[config.mk]
export PLATFORM = sky130hd
export DESIGN_NAME = graph_dfs_path_finder_core
export DESIGN_NICKNAME = d
export VERILOG_FILES = /design/src/gdfs_pkg.sv /design/src/graph_dfs_path_finder_core.sv /design/src/gdfs_ram.sv /design/src/gdfs_cmp_unit.sv /design/src/gdfs_out_stage.sv
export VERILOG_INCLUDE_DIRS = /design/src /design/src/src
export SDC_FILE = /design/constraint.sdc
export NUM_CORES = 2
export LEC_CHECK = 0
export ABC_AREA = 0
export BUFFER_PORTS_ARGS = -buffer_cell sky130_fd_sc_hd__buf_2
export CAP_MARGIN = 5
export CORE_MARGIN = 1.5
export CORE_UTILIZATION = 40
export CTS_CLUSTER_DIAMETER = 40
export CTS_CLUSTER_SIZE = 40
export DETAILED_ROUTE_END_ITERATION = 6
export SLEW_MARGIN = 20
export SYNTH_ARGS = -nofsm -noshare
export SYNTH_HDL_FRONTEND = slang
export SYNTH_SLANG_ARGS = --single-unit
[constraint.sdc]
create_clock -name clk -period 7.16 [get_ports clk]
set_input_delay 0.716 -clock clk [delete_from_list [all_inputs] [get_ports clk]]
set_output_delay 0.716 -clock clk [all_outputs]
set_load 0.02 [all_outputs]
[src/graph_dfs_path_finder_core_macros.svh]
// assertion macros shared by the path finder rtl
// no dependencies; expects clk and rst_n in the including module

`ifndef GRAPH_DFS_PATH_FINDER_CORE_MACROS_SVH
`define GRAPH_DFS_PATH_FINDER_CORE_MACROS_SVH

// same-cycle implication, idle during reset
`define GDFS_ASSERT_NOW(label, ante, cons, msg) \
  label: assert property (@(posedge clk) disable iff (!rst_n) (ante) |-> (cons)) \
    else $error(msg);

// next-cycle implication, idle during reset
`define GDFS_ASSERT_NEXT(label, ante, cons, msg) \
  label: assert property (@(posedge clk) disable iff (!rst_n) (ante) |=> (cons)) \
    else $error(msg);

`endif

[src/gdfs_pkg.sv]
// shared types and constants for the depth-first path finder
// no dependencies
`timescale 1ns / 1ps

package gdfs_pkg;

  localparam int NODE_COUNT  = 32;
  localparam int MAX_DEGREE  = 8;
  localparam int NODE_W      = 5;
  localparam int SLOT_W      = 3;
  localparam int DEG_W       = 4;
  localparam int SP_W        = $clog2(NODE_COUNT + 1);
  localparam int TABLE_DEPTH = NODE_COUNT * MAX_DEGREE;
  localparam int TABLE_AW    = NODE_W + SLOT_W;

  typedef enum logic [1:0] {
    OP_WRITE  = 2'd0,
    OP_DEGREE = 2'd1,
    OP_SEARCH = 2'd2,
    OP_CLEAR  = 2'd3
  } op_t;

  typedef enum logic [1:0] {
    KIND_ACK   = 2'd0,
    KIND_FOUND = 2'd1,
    KIND_PATH  = 2'd2,
    KIND_DONE  = 2'd3
  } kind_t;

  typedef enum logic [2:0] {
    ST_IDLE,
    ST_ACK,
    ST_ENTER,
    ST_FOUND,
    ST_CHK,
    ST_LOOP,
    ST_NB,
    ST_DONE
  } state_t;

  // operands of the shared compare unit
  typedef struct packed {
    logic [NODE_W-1:0] probe;
    logic [NODE_W-1:0] target;
    logic [DEG_W-1:0]  slot;
    logic [DEG_W-1:0]  degree;
  } cmp_req_t;

  // flags from the shared compare unit
  typedef struct packed {
    logic probe_marked;
    logic target_marked;
    logic probe_is_target;
    logic slot_left;
    logic deg_is_one;
  } cmp_res_t;

  // one result item
  typedef struct packed {
    kind_t             kind;
    logic [NODE_W-1:0] node;
    logic              success;
    logic              last;
  } out_item_t;

endpackage

[src/graph_dfs_path_finder_core.sv]
// top level of the depth-first path finder: sequencer, graph state and stack
// depends on gdfs_pkg, gdfs_ram, gdfs_cmp_unit, gdfs_out_stage and the macro header
//
// channel | direction | payload
// in_     | sink      | tuser: operation; tdata: node, slot, neighbor, degree, target
// out_    | source    | tuser: kind; tdata: node, success; tlast: last of the item
//
// load, degree and clear items wait in the ack state until the output is free
// a search enters the start node, reads each neighbor slot in the loop state,
// tests it in the neighbor state, enters new nodes through enter and check,
// pops finished frames in the loop state and ends in done after the empty-stack
// check or a failing start; steps share one compare unit and one ram read port
// rst_n clears degrees, visited marks, the stack pointer and the sequencer
// a full output register pauses the sequencer; no item is taken until done

`timescale 1ns / 1ps
`include "graph_dfs_path_finder_core_macros.svh"

module graph_dfs_path_finder_core import gdfs_pkg::*; (
  input  logic        clk,
  input  logic        rst_n,
  input  logic        in_tvalid,
  output logic        in_tready,
  input  logic [23:0] in_tdata,   // [4:0] node_index, [7:5] slot_index,
                                  // [12:8] neighbor, [16:13] degree,
                                  // [21:17] target_node, [23:22] zero
  input  logic [1:0]  in_tuser,   // [1:0] operation
  output logic        out_tvalid,
  input  logic        out_tready,
  output logic [7:0]  out_tdata,  // [4:0] node, [5] success, [7:6] zero
  output logic [1:0]  out_tuser,  // [1:0] kind
  output logic        out_tlast
);

  // input fields
  op_t               in_op;
  logic [NODE_W-1:0] in_node;
  logic [SLOT_W-1:0] in_slot;
  logic [NODE_W-1:0] in_nb;
  logic [DEG_W-1:0]  in_deg;
  logic [NODE_W-1:0] in_target;

  assign in_op     = op_t'(in_tuser);
  assign in_node   = in_tdata[4:0];
  assign in_slot   = in_tdata[7:5];
  assign in_nb     = in_tdata[12:8];
  assign in_deg    = in_tdata[16:13];
  assign in_target = in_tdata[21:17];

  // state
  state_t            state_r, state_nxt;
  logic [NODE_W-1:0] cur_r;
  logic [NODE_W-1:0] target_r;
  logic              ok_r;
  logic [SP_W-1:0]   sp_r;
  logic [NODE_COUNT-1:0] visited_r;
  logic [DEG_W-1:0]  degree_r [NODE_COUNT];
  logic [NODE_W-1:0] stack_node_r [NODE_COUNT];
  logic [DEG_W-1:0]  stack_slot_r [NODE_COUNT];

  // datapath wires
  logic              accept;
  logic [SP_W-1:0]   sp_dec;
  logic [NODE_W-1:0] top_idx;
  logic [NODE_W-1:0] top_node;
  logic [DEG_W-1:0]  top_slot;
  logic              sp_zero;
  logic [NODE_W-1:0] deg_node;
  logic [NODE_W-1:0] ram_rdata;
  logic              ram_we;
  logic [TABLE_AW-1:0] ram_waddr;
  logic              ram_re;
  logic [TABLE_AW-1:0] ram_raddr;
  cmp_req_t          cmp_req;
  cmp_res_t          cmp_res;
  logic              emit_ok;
  logic              emit;
  out_item_t         emit_item;
  logic              push_frame;
  logic              adv_slot;
  logic              pop_frame;
  logic              chk_fail;

  assign in_tready = (state_r == ST_IDLE) && rst_n;
  assign accept    = in_tvalid && in_tready;

  // top of stack
  assign sp_dec   = sp_r - 1'b1;
  assign top_idx  = sp_dec[NODE_W-1:0];
  assign top_node = stack_node_r[top_idx];
  assign top_slot = stack_slot_r[top_idx];
  assign sp_zero  = (sp_r == '0);

  // shared compare unit operand selection
  assign deg_node = (state_r == ST_LOOP) ? top_node : cur_r;
  assign cmp_req.probe  = (state_r == ST_ENTER) ? cur_r : ram_rdata;
  assign cmp_req.target = target_r;
  assign cmp_req.slot   = top_slot;
  assign cmp_req.degree = degree_r[deg_node];

  gdfs_cmp_unit u_cmp (
    .visited (visited_r),
    .req     (cmp_req),
    .res     (cmp_res)
  );

  assign chk_fail = cmp_res.deg_is_one && cmp_res.probe_marked;

  // neighbor table
  assign ram_we    = accept && (in_op == OP_WRITE);
  assign ram_waddr = {in_node, in_slot};

  gdfs_ram #(
    .WIDTH (NODE_W),
    .DEPTH (TABLE_DEPTH)
  ) u_table (
    .clk   (clk),
    .we    (ram_we),
    .waddr (ram_waddr),
    .wdata (in_nb),
    .re    (ram_re),
    .raddr (ram_raddr),
    .rdata (ram_rdata)
  );

  gdfs_out_stage u_out (
    .clk        (clk),
    .rst_n      (rst_n),
    .push       (emit),
    .item       (emit_item),
    .free       (emit_ok),
    .out_tvalid (out_tvalid),
    .out_tready (out_tready),
    .out_tdata  (out_tdata),
    .out_tuser  (out_tuser),
    .out_tlast  (out_tlast)
  );

  // next state
  always_comb begin
    state_nxt = state_r;
    unique case (state_r)
      ST_IDLE: begin
        if (accept) begin
          state_nxt = (in_op == OP_SEARCH) ? ST_ENTER : ST_ACK;
        end
      end
      ST_ACK: begin
        if (emit_ok) begin
          state_nxt = ST_IDLE;
        end
      end
      ST_ENTER: begin
        state_nxt = cmp_res.probe_is_target ? ST_FOUND : ST_CHK;
      end
      ST_FOUND: begin
        if (emit_ok) begin
          state_nxt = ST_LOOP;
        end
      end
      ST_CHK: begin
        state_nxt = (chk_fail && sp_zero) ? ST_DONE : ST_LOOP;
      end
      ST_LOOP: begin
        if (sp_zero) begin
          state_nxt = ST_DONE;
        end else if (cmp_res.slot_left) begin
          state_nxt = ST_NB;
        end
      end
      ST_NB: begin
        state_nxt = (!cmp_res.probe_marked && !cmp_res.target_marked) ? ST_ENTER : ST_LOOP;
      end
      ST_DONE: begin
        if (emit_ok) begin
          state_nxt = ST_IDLE;
        end
      end
    endcase
  end

  // sequencer outputs
  always_comb begin
    emit              = 1'b0;
    emit_item.kind    = KIND_ACK;
    emit_item.node    = '0;
    emit_item.success = 1'b0;
    emit_item.last    = 1'b0;
    ram_re            = 1'b0;
    ram_raddr         = {top_node, top_slot[SLOT_W-1:0]};
    push_frame        = 1'b0;
    adv_slot          = 1'b0;
    pop_frame         = 1'b0;
    unique case (state_r)
      ST_IDLE: begin
      end
      ST_ACK: begin
        emit           = emit_ok;
        emit_item.last = 1'b1;
      end
      ST_ENTER: begin
        ram_re    = !cmp_res.probe_is_target;
        ram_raddr = {cur_r, {SLOT_W{1'b0}}};
      end
      ST_FOUND: begin
        emit           = emit_ok;
        emit_item.kind = KIND_FOUND;
        emit_item.node = cur_r;
      end
      ST_CHK: begin
        push_frame = !chk_fail;
      end
      ST_LOOP: begin
        if (!sp_zero) begin
          if (cmp_res.slot_left) begin
            ram_re   = 1'b1;
            adv_slot = 1'b1;
          end else if (cmp_res.target_marked) begin
            // unwinding past the target: report the node on the way out
            emit           = emit_ok;
            emit_item.kind = KIND_PATH;
            emit_item.node = top_node;
            pop_frame      = emit_ok;
          end else begin
            pop_frame = 1'b1;
          end
        end
      end
      ST_NB: begin
      end
      ST_DONE: begin
        emit              = emit_ok;
        emit_item.kind    = KIND_DONE;
        emit_item.success = ok_r;
        emit_item.last    = 1'b1;
      end
    endcase
  end

  // sequencer state
  always_ff @(posedge clk) begin
    if (!rst_n) begin
      state_r <= ST_IDLE;
    end else begin
      state_r <= state_nxt;
    end
  end

  // search operands and current node
  always_ff @(posedge clk) begin
    if (accept) begin
      cur_r    <= in_node;
      target_r <= in_target;
    end else if (state_r == ST_NB) begin
      cur_r <= ram_rdata;
    end
  end

  // search outcome
  always_ff @(posedge clk) begin
    if (!rst_n) begin
      ok_r <= 1'b0;
    end else if (state_r == ST_CHK && chk_fail && sp_zero) begin
      ok_r <= 1'b0;
    end else if (state_r == ST_LOOP && sp_zero) begin
      ok_r <= cmp_res.target_marked;
    end
  end

  // visited marks
  always_ff @(posedge clk) begin
    if (!rst_n) begin
      visited_r <= '0;
    end else if (accept && in_op == OP_CLEAR) begin
      visited_r <= '0;
    end else if (state_r == ST_ENTER) begin
      visited_r[cur_r] <= 1'b1;
    end
  end

  // node degrees, clamped on write
  always_ff @(posedge clk) begin
    if (!rst_n) begin
      for (int i = 0; i < NODE_COUNT; i++) begin
        degree_r[i] <= '0;
      end
    end else if (accept && in_op == OP_DEGREE) begin
      degree_r[in_node] <= (in_deg > DEG_W'(MAX_DEGREE)) ? DEG_W'(MAX_DEGREE) : in_deg;
    end
  end

  // stack pointer
  always_ff @(posedge clk) begin
    if (!rst_n) begin
      sp_r <= '0;
    end else if (push_frame && sp_r < SP_W'(NODE_COUNT)) begin
      sp_r <= sp_r + 1'b1;
    end else if (pop_frame) begin
      sp_r <= sp_dec;
    end
  end

  // stack frames
  always_ff @(posedge clk) begin
    if (push_frame && sp_r < SP_W'(NODE_COUNT)) begin
      stack_node_r[sp_r[NODE_W-1:0]] <= cur_r;
      stack_slot_r[sp_r[NODE_W-1:0]] <= '0;
    end else if (adv_slot) begin
      stack_slot_r[top_idx] <= top_slot + 1'b1;
    end
  end

  // checks
  `GDFS_ASSERT_NOW(a_sp_bound, 1'b1, sp_r <= SP_W'(NODE_COUNT), "stack pointer past depth")
  `GDFS_ASSERT_NOW(a_idle_empty, state_r == ST_IDLE, sp_zero, "idle with frames on stack")
  `GDFS_ASSERT_NEXT(a_enter_marks, state_r == ST_ENTER, visited_r[$past(cur_r)], "entered node not marked")
  `GDFS_ASSERT_NOW(a_done_last, out_tvalid && out_tuser == KIND_DONE, out_tlast, "done without last")
  `GDFS_ASSERT_NEXT(a_pop_emits, pop_frame && cmp_res.target_marked, out_tvalid && out_tuser == KIND_PATH, "pop past target without path item")

endmodule

[src/gdfs_ram.sv]
// generic single-write, single-read ram with registered read data
// no dependencies
`timescale 1ns / 1ps

module gdfs_ram #(
  parameter int WIDTH = 8,
  parameter int DEPTH = 256
) (
  input  logic                     clk,
  input  logic                     we,
  input  logic [$clog2(DEPTH)-1:0] waddr,
  input  logic [WIDTH-1:0]         wdata,
  input  logic                     re,
  input  logic [$clog2(DEPTH)-1:0] raddr,
  output logic [WIDTH-1:0]         rdata
);

  logic [WIDTH-1:0] mem_r [DEPTH];
  logic [WIDTH-1:0] rdata_r;

  // write port
  always_ff @(posedge clk) begin
    if (we) begin
      mem_r[waddr] <= wdata;
    end
  end

  // registered read port
  always_ff @(posedge clk) begin
    if (re) begin
      rdata_r <= mem_r[raddr];
    end
  end

  assign rdata = rdata_r;

endmodule

[src/gdfs_cmp_unit.sv]
// shared compare unit: visited lookups, target match and slot/degree checks
// depends on gdfs_pkg
`timescale 1ns / 1ps

module gdfs_cmp_unit import gdfs_pkg::*; (
  input  logic [NODE_COUNT-1:0] visited,
  input  cmp_req_t              req,
  output cmp_res_t              res
);

  // one probe node, the target, and the current frame's slot against its degree
  always_comb begin
    res.probe_marked    = visited[req.probe];
    res.target_marked   = visited[req.target];
    res.probe_is_target = (req.probe == req.target);
    res.slot_left       = (req.slot < req.degree);
    res.deg_is_one      = (req.degree == DEG_W'(1));
  end

endmodule

[src/gdfs_out_stage.sv]
// output register of the result channel; frees the sequencer from the sink
// depends on gdfs_pkg
`timescale 1ns / 1ps

module gdfs_out_stage import gdfs_pkg::*; (
  input  logic      clk,
  input  logic      rst_n,
  input  logic      push,
  input  out_item_t item,
  output logic      free,
  output logic      out_tvalid,
  input  logic      out_tready,
  output logic [7:0] out_tdata,   // [4:0] node, [5] success, [7:6] zero
  output logic [1:0] out_tuser,   // [1:0] kind
  output logic      out_tlast
);

  logic      valid_r;
  out_item_t item_r;

  assign free = !valid_r || out_tready;

  // valid flag
  always_ff @(posedge clk) begin
    if (!rst_n) begin
      valid_r <= 1'b0;
    end else if (free) begin
      valid_r <= push;
    end
  end

  // held item
  always_ff @(posedge clk) begin
    if (free && push) begin
      item_r <= item;
    end
  end

  assign out_tvalid = valid_r;
  assign out_tdata  = {2'b00, item_r.success, item_r.node};
  assign out_tuser  = item_r.kind;
  assign out_tlast  = item_r.last;

endmodule

### After elaboration in Yosys (flattened, before gate mapping)

Memory sizes are Yosys's and may differ from the RTL's. A register that Yosys moved wholly into a read port is not among the register bits.
Index checks and enable logic that the tools add are counted.

* bits in registers: 62
* RAM bits: 1696
* output and inout bits: 13
* memories kept: 4

* $add $sub $neg: 3
* magnitude comparators: 7
* equality and inequality tests: 16
* muxes and demuxes: 60
* bitwise gates (word level): 2
* reductions and logical operators: 32

Memory list
* u_table.mem_r: depth 256, bits a word 5, read ports 1, clocked after Yosys merged registers in 1, write ports 1, RTL line gdfs_ram.sv:18 `logic [WIDTH-1:0] mem_r [DEPTH];`
* stack_node_r: depth 32, bits a word 5, read ports 1, clocked after Yosys merged registers in 0, write ports 1, RTL line graph_dfs_path_finder_core.sv:58 `logic [NODE_W-1:0] stack_node_r [NODE_COUNT];`
* degree_r: depth 32, bits a word 4, read ports 1, clocked after Yosys merged registers in 0, write ports 32, RTL line graph_dfs_path_finder_core.sv:57 `logic [DEG_W-1:0] degree_r [NODE_COUNT];`
* stack_slot_r: depth 32, bits a word 4, read ports 1, clocked after Yosys merged registers in 0, write ports 1, RTL line graph_dfs_path_finder_core.sv:59 `logic [DEG_W-1:0] stack_slot_r [NODE_COUNT];`

Operators by type and width (count)
* OR 32 bit: 1
* 2-to-1 mux 5 bit: 6
* 2-to-1 mux 1 bit: 28
* 2-to-1 mux 3 bit: 7
* 2-to-1 mux 7 bit: 3
* case mux 3 bit (7 select lines): 1
* < comparator 5 x 6 -> 1 bit, second input constant: 3
* logical AND 1 bit: 14
* == test 3 bit, second input constant: 4
* 2-to-1 mux 4 bit: 3
* 2-to-1 mux 6 bit: 2
* binary-select mux 1 bit (select 5 bit): 2
* case mux 5 bit (2 select lines): 1
* 2-to-1 mux 8 bit: 1
* OR reduction 4 bit: 2
* adder 6 x 1 -> 6 bit, second input constant: 1
* == test 3 x 2 -> 1 bit, second input constant: 2
* zero test 6 bit: 1
* < comparator 6 bit, second input constant: 1
* case mux 2 bit (3 select lines): 1
* OR reduction 2 bit: 3
* subtractor 6 x 1 -> 6 bit, second input constant: 1
* demux 1 bit (select 5 bit): 1
* == test 5 bit: 1
* 21 further kinds: 30

### Longest topological paths before layout

An unclocked memory read counts as a cell.

* word-level depth: 13
* gate-level depth with buffers: 28

### Cells and area by module

A second synthesis with hierarchy kept.

* cell total of the unflattened synthesis: 4047
* area total of the unflattened synthesis: 71648.7 um2

By module, submodules not included
* gdfs_ram: times used 1, cells each 2497, area an instance 50334.5 um2, seq. area each 38587.0 um2
* graph_dfs_path_finder_core: times used 1, cells each 1433, area an instance 20179.4 um2, seq. area each 13633.1 um2
* gdfs_cmp_unit: times used 1, cells each 100, area an instance 788.3 um2, seq. area each 0.0 um2
* gdfs_out_stage: times used 1, cells each 17, area an instance 346.6 um2, seq. area each 290.3 um2

### Worst setup path after synthesis

No wires, ideal clock.

* kind: register -> register
* start point: register sp_r[0]
* end point: memory stack_slot_r[3][0] (enable)
* setup time: 367 ps
* data arrival time: 6424 ps
* setup slack: 369 ps
* stages on the path, launching flop included: 26
* path buffers: 11
* clock period less this slack: 6791 ps
* path through: dfxtp_1 -> buf_4 -> buf_4 -> buf_4 -> inv_1 -> buf_1 -> ha_1 -> buf_2 -> buf_2 -> clkbuf_1 -> buf_2 -> mux4_2 -> mux4_2 -> mux2i_4 -> inv_2 -> clkbuf_1 -> clkbuf_1 -> buf_1 -> ha_1 -> a211oi_1 -> nor2b_1 -> o21ai_0 -> o21ai_1 -> or4b_2 -> nand3_1 -> nor3b_1

* word-level cells in the longest chain between the ends: 13
* elaborated cells between the ends (all ways): 24
* classes of those cells: add/sub: 1; order compare: 2; eq/ne: 1; mux: 12; reduce/logical: 5; memory: 3

RTL lines
* from (decl): RTL line graph_dfs_path_finder_core.sv:55 `logic [SP_W-1:0] sp_r;`
* from (signal assigned): RTL line graph_dfs_path_finder_core.sv:297 `sp_r <= sp_r + 1'b1;`
* from (signal assigned): RTL line graph_dfs_path_finder_core.sv:299 `sp_r <= sp_dec;`
* subtractor 6 x 1 -> 6 bit: RTL line graph_dfs_path_finder_core.sv:88 `assign sp_dec = sp_r - 1'b1;`
* memory (32 x 5 bit)
* 2-to-1 mux 5 bit: RTL line graph_dfs_path_finder_core.sv:95 `assign deg_node = (state_r == ST_LOOP) ? top_node : cur_r;`
* memory (32 x 4 bit)
* < comparator 4 bit / == test 4 x 1 -> 1 bit (equally long branches): RTL line gdfs_cmp_unit.sv:16, gdfs_cmp_unit.sv:17
* 2-to-1 mux 1 bit / logical AND 1 bit (equally long branches): RTL line graph_dfs_path_finder_core.sv:215, graph_dfs_path_finder_core.sv:107
* 2-to-1 mux 1 bit / zero test 1 bit (equally long branches): RTL line graph_dfs_path_finder_core.sv:214, graph_dfs_path_finder_core.sv:211
* 2-to-1 mux 1 bit: RTL line graph_dfs_path_finder_core.sv:194 `unique case (state_r)`
* 2-to-1 mux 1 bit / logical AND 1 bit (equally long branches): RTL line graph_dfs_path_finder_core.sv:308, graph_dfs_path_finder_core.sv:305
* 2-to-1 mux 1 bit: RTL line graph_dfs_path_finder_core.sv:305 `if (push_frame && sp_r < SP_W'(NODE_COUNT)) begin`
* 2-to-1 mux 1 bit (implied by the code): RTL line graph_dfs_path_finder_core.sv:309 `stack_slot_r[top_idx] <= top_slot + 1'b1;`
* OR reduction 4 bit (no line)
* 2-to-1 mux 5 bit (no line) / 2-to-1 mux 1 bit (equally long branches)
* to (decl): RTL line graph_dfs_path_finder_core.sv:59

Parallel ways exist; a longest one is shown, timed or not.

### Final worst setup path

* start point: register sp_r[0]
* end point: memory stack_slot_r[19][2] (enable)

Same word-level chain as after synthesis.

==> out/metrics.csv <==
stage,metric,value,unit
critical_path,FF-to-FF Start,sp_r[0]$_SDFFE_PN0P_,
global_route,first-pass GRT wire length,292700,µm
synthesis,leading area contributor after synthesis,edfxtp_1,
clock_network,Root Buffer,clkbuf_16,
critical_path,critical path endpoint category,register,
clock_network,Num CTS Buffers,220,
min_path,Hold WC Path Type,in -> reg,
synthesis,post-synthesis sequential area ratio,71.85,%
placed_design,IO buf count,38,
layout,final layout net count,5413,
critical_path,reg2reg end,stack_slot_r[19][2]$_DFFE_PP_,
global_route,Tot GR Track Use,20.97,%
sta,Rel. slew slack,22.93,%
routing,DR DRC count,0,
routing,Routed WL,198500,µm
min_path,hold path depth,1,
routing,WL/cell,24.98,µm
clock_network,later-pin clock latency in the skew report,0.85,ns
synthesis,Cells after Synth,5366,
sta,final setup TNS,0,ns
routing,vias per std cell,5.827,
die,core footprint,181100,µm²
placed_design,RePlAce Congestion,0.8740,
synthesis,ys flop type,edfxtp_1,
sta,Fin Clk Skew,0.07605,ns
die,# IOs,43,
sta,final slew viol count,0,
synthesis,Synth cell types,76,
min_path,worst hold endpoint,target_r[4]$_DFFE_PP_,
global_route,via count of the first global-routing pass,44960,
die,chip width,430.4,µm
die,full die area,185300,µm²
sta,RSZ-0062 raised after global routing,no,
synthesis,"top cells by count, synth","edfxtp_1, nand2_1, nor2_1, clkbuf_1, o21ai_0",
critical_path,R2R setup slack,0.39,ns
layout,fillers,15760,
min_path,hold wc startpoint,in_tdata[21],
sta,final hold vios,0,
critical_path,critical path startpoint category,register,
clock_network,"Reg clk slew, reported paths",0.06,ns
flow_run,MaxCap Viol Count,0,
sta,Final Cycle Share,94.61,%
synthesis,async set or reset register ratio after synthesis,0,%
placed_design,Post-DP HPWL,121000,µm
sta,crit path time final,6.774,ns
critical_path,Worst Path Arrival,7.32,ns
sta,Max Clock Freq,147.6,MHz
routing,initial DRC count,5523,
global_route,initial antenna violation count,10,
clock_network,worst-case clock buffer depth,3,
die,Starting Density,40.35,%
synthesis,Syn Area/Cell,13.62,µm²
critical_path,R2R depth,19,
layout,area grow syn2layout,15.27,%
routing,DRT antenna net count,0,
outcome,status,completed,
clock_network,H-Tree Depth,4,
global_route,largest net degree at the start of global routing,166,
synthesis,most numerous cell in the Yosys netlist,edfxtp_1,
synthesis,Area contributors post-synth,"edfxtp_1, nand2_1, nor2_1, mux4_2, o221ai_1",
critical_path,CP required,7.71,ns
global_route,gr ovfl total,0,
synthesis,Post-synth EDFFs,1720,
layout,share of post-route cells with drive strength above 1,13.51,%
routing,total vias in the final route,46300,
sta,Final Setup Violations,0,
clock_network,CTS Sinks,1763,
synthesis,"Cell Area, Synth",73080,µm²
clock_network,CTS tree,done,
sta,Worst Tran Pin Value,1.156,ns
sta,Hold WS,0.1134,ns
routing,DRT Pass-1 Iters,5,
synthesis,Yosys Warn Count,0,
synthesis,#FFs+latches synth,1763,
critical_path,critical path class,reg -> reg,
critical_path,critical path peak fanout,12,
synthesis,top cell type's share of synthesized area,70.67,%
die,Die H,430.4,µm
die,Row Count,156,
## state kept, by name, summed over array words and instances, names as in the netlist, 6 cells and up
signal	flops
degree_r	128
u_out.out_tdata	6
sp_r	6
stack_slot_r	128
stack_node_r	160
visited_r	32
u_table.mem_r	1280
## area by class of cell
type	instances	area [µm²]	share of cell area (%)
Clock buffer	237	5589	6.635
Inverter	17	66.31	0.07872
Antenna cell	3	7.507	0.008912
Sequential cell	1763	52510	62.34
Clock inverter	183	2442	2.899
Tap cell	2370	2965	3.520
Multi-Input combinational cell	3175	18960	22.50
Timing Repair Buffer	197	1697	2.014
## worst max-delay path: stages (launching register included)
cell and delay, ns:
dfxtp_4 0.35, inv_1 0.20, ha_1 0.42, nor3b_1 0.51, xnor2_2 0.33, a2111oi_0 0.19
nor4_2 0.49, mux2_2 0.48, mux4_2 0.54, mux2i_1 0.22, a32oi_1 0.08, nand2_1 0.15
ha_1 0.27, a211oi_1 0.37, nand3_1 0.12, o21ai_1 0.44, or4b_2 0.62, nand3_1 0.30
nor3b_1 0.22, buf_4 0.17
## metal layers
layer  up-vias  wire length, µm  GRT usage, %
met4         2             5477         6.169
met1     23380            85000         29.78
met3       322            14740         3.335
li1      20660                -             -
met5         -                9             0
met2      1931            93230         33.30
## logic make-up after synthesis
group | share of synthesized area (%)
simple gates | 11.92
flops | 71.85
compound gates | 9.132
buf+inv | 2.397
mux | 4.386
xor+xnor | 0.1541
fa+ha+maj | 0.1541
other cells | 0.005131
## per-stage QoR
stage	setup slack [ns]	cells	utilization [%]	instance area (µm²)
finish	0.3862	7945	46.51	84240
CTS	0.2953	7942	46.50	84220
floorplan	0.3689	5367	-	73090
detailed placement	0.3261	7522	42.06	76190
global placement	0.4248	7522	42.06	76190
global route	0.005163	7942	46.50	84230
## cell usage in the layout, fill, tap and decap left out, types with 42 or more instances in the layout
cell / synthesis / layout
and3_1: 120 / 120
edfxtp_1: 1720 / 1720
o21ai_0: 223 / 223
nor3_1: 97 / 95
o311ai_0: 65 / 65
clkbuf_16: 0 / 220
mux4_2: 88 / 88
mux2i_1: 66 / 64
or3_1: 95 / 95
nand3_1: 189 / 187
a31oi_1: 52 / 52
dfxtp_1: 43 / 42
nand2_1: 802 / 800
buf_4: 14 / 138
nor2_1: 565 / 561
o221ai_1: 130 / 130
o211ai_1: 75 / 75
mux2_2: 45 / 45
o22ai_1: 87 / 87
a21oi_1: 101 / 99
a311oi_1: 91 / 91
## worst max path at each step
| stage | startpoint | end | slack, ns | cells after the start |
|---|---|---|---|---|
| 3_5_place_dp | sp_r[0]$_SDFFE_PN0P_ | stack_slot_r[11][2]$_DFFE_PP_ | 0.33 | 20 |
| 5_1_grt | sp_r[0]$_SDFFE_PN0P_ | stack_slot_r[27][0]$_DFFE_PP_ | 0.005 | 21 |
| 2_1_floorplan | sp_r[0]$_SDFFE_PN0P_ | stack_slot_r[3][0]$_DFFE_PP_ | 0.37 | 25 |
| 4_1_cts | sp_r[0]$_SDFFE_PN0P_ | stack_slot_r[11][2]$_DFFE_PP_ | 0.30 | 20 |
| 3_3_place_gp | sp_r[0]$_SDFFE_PN0P_ | stack_slot_r[27][1]$_DFFE_PP_ | 0.42 | 20 |
| 6_report | sp_r[0]$_SDFFE_PN0P_ | stack_slot_r[19][2]$_DFFE_PP_ | 0.39 | 19 |
## repair_timing
item / in CTS / in global routing
resized for setup: 0 / 2
setup buffers: 0 / 0
hold buffers: 0 / 0
setup endpoints to repair: 0 / 12
Power is not shown: default switching activity piles up to over one toggle a cycle in this logic, so the estimate is an artifact.
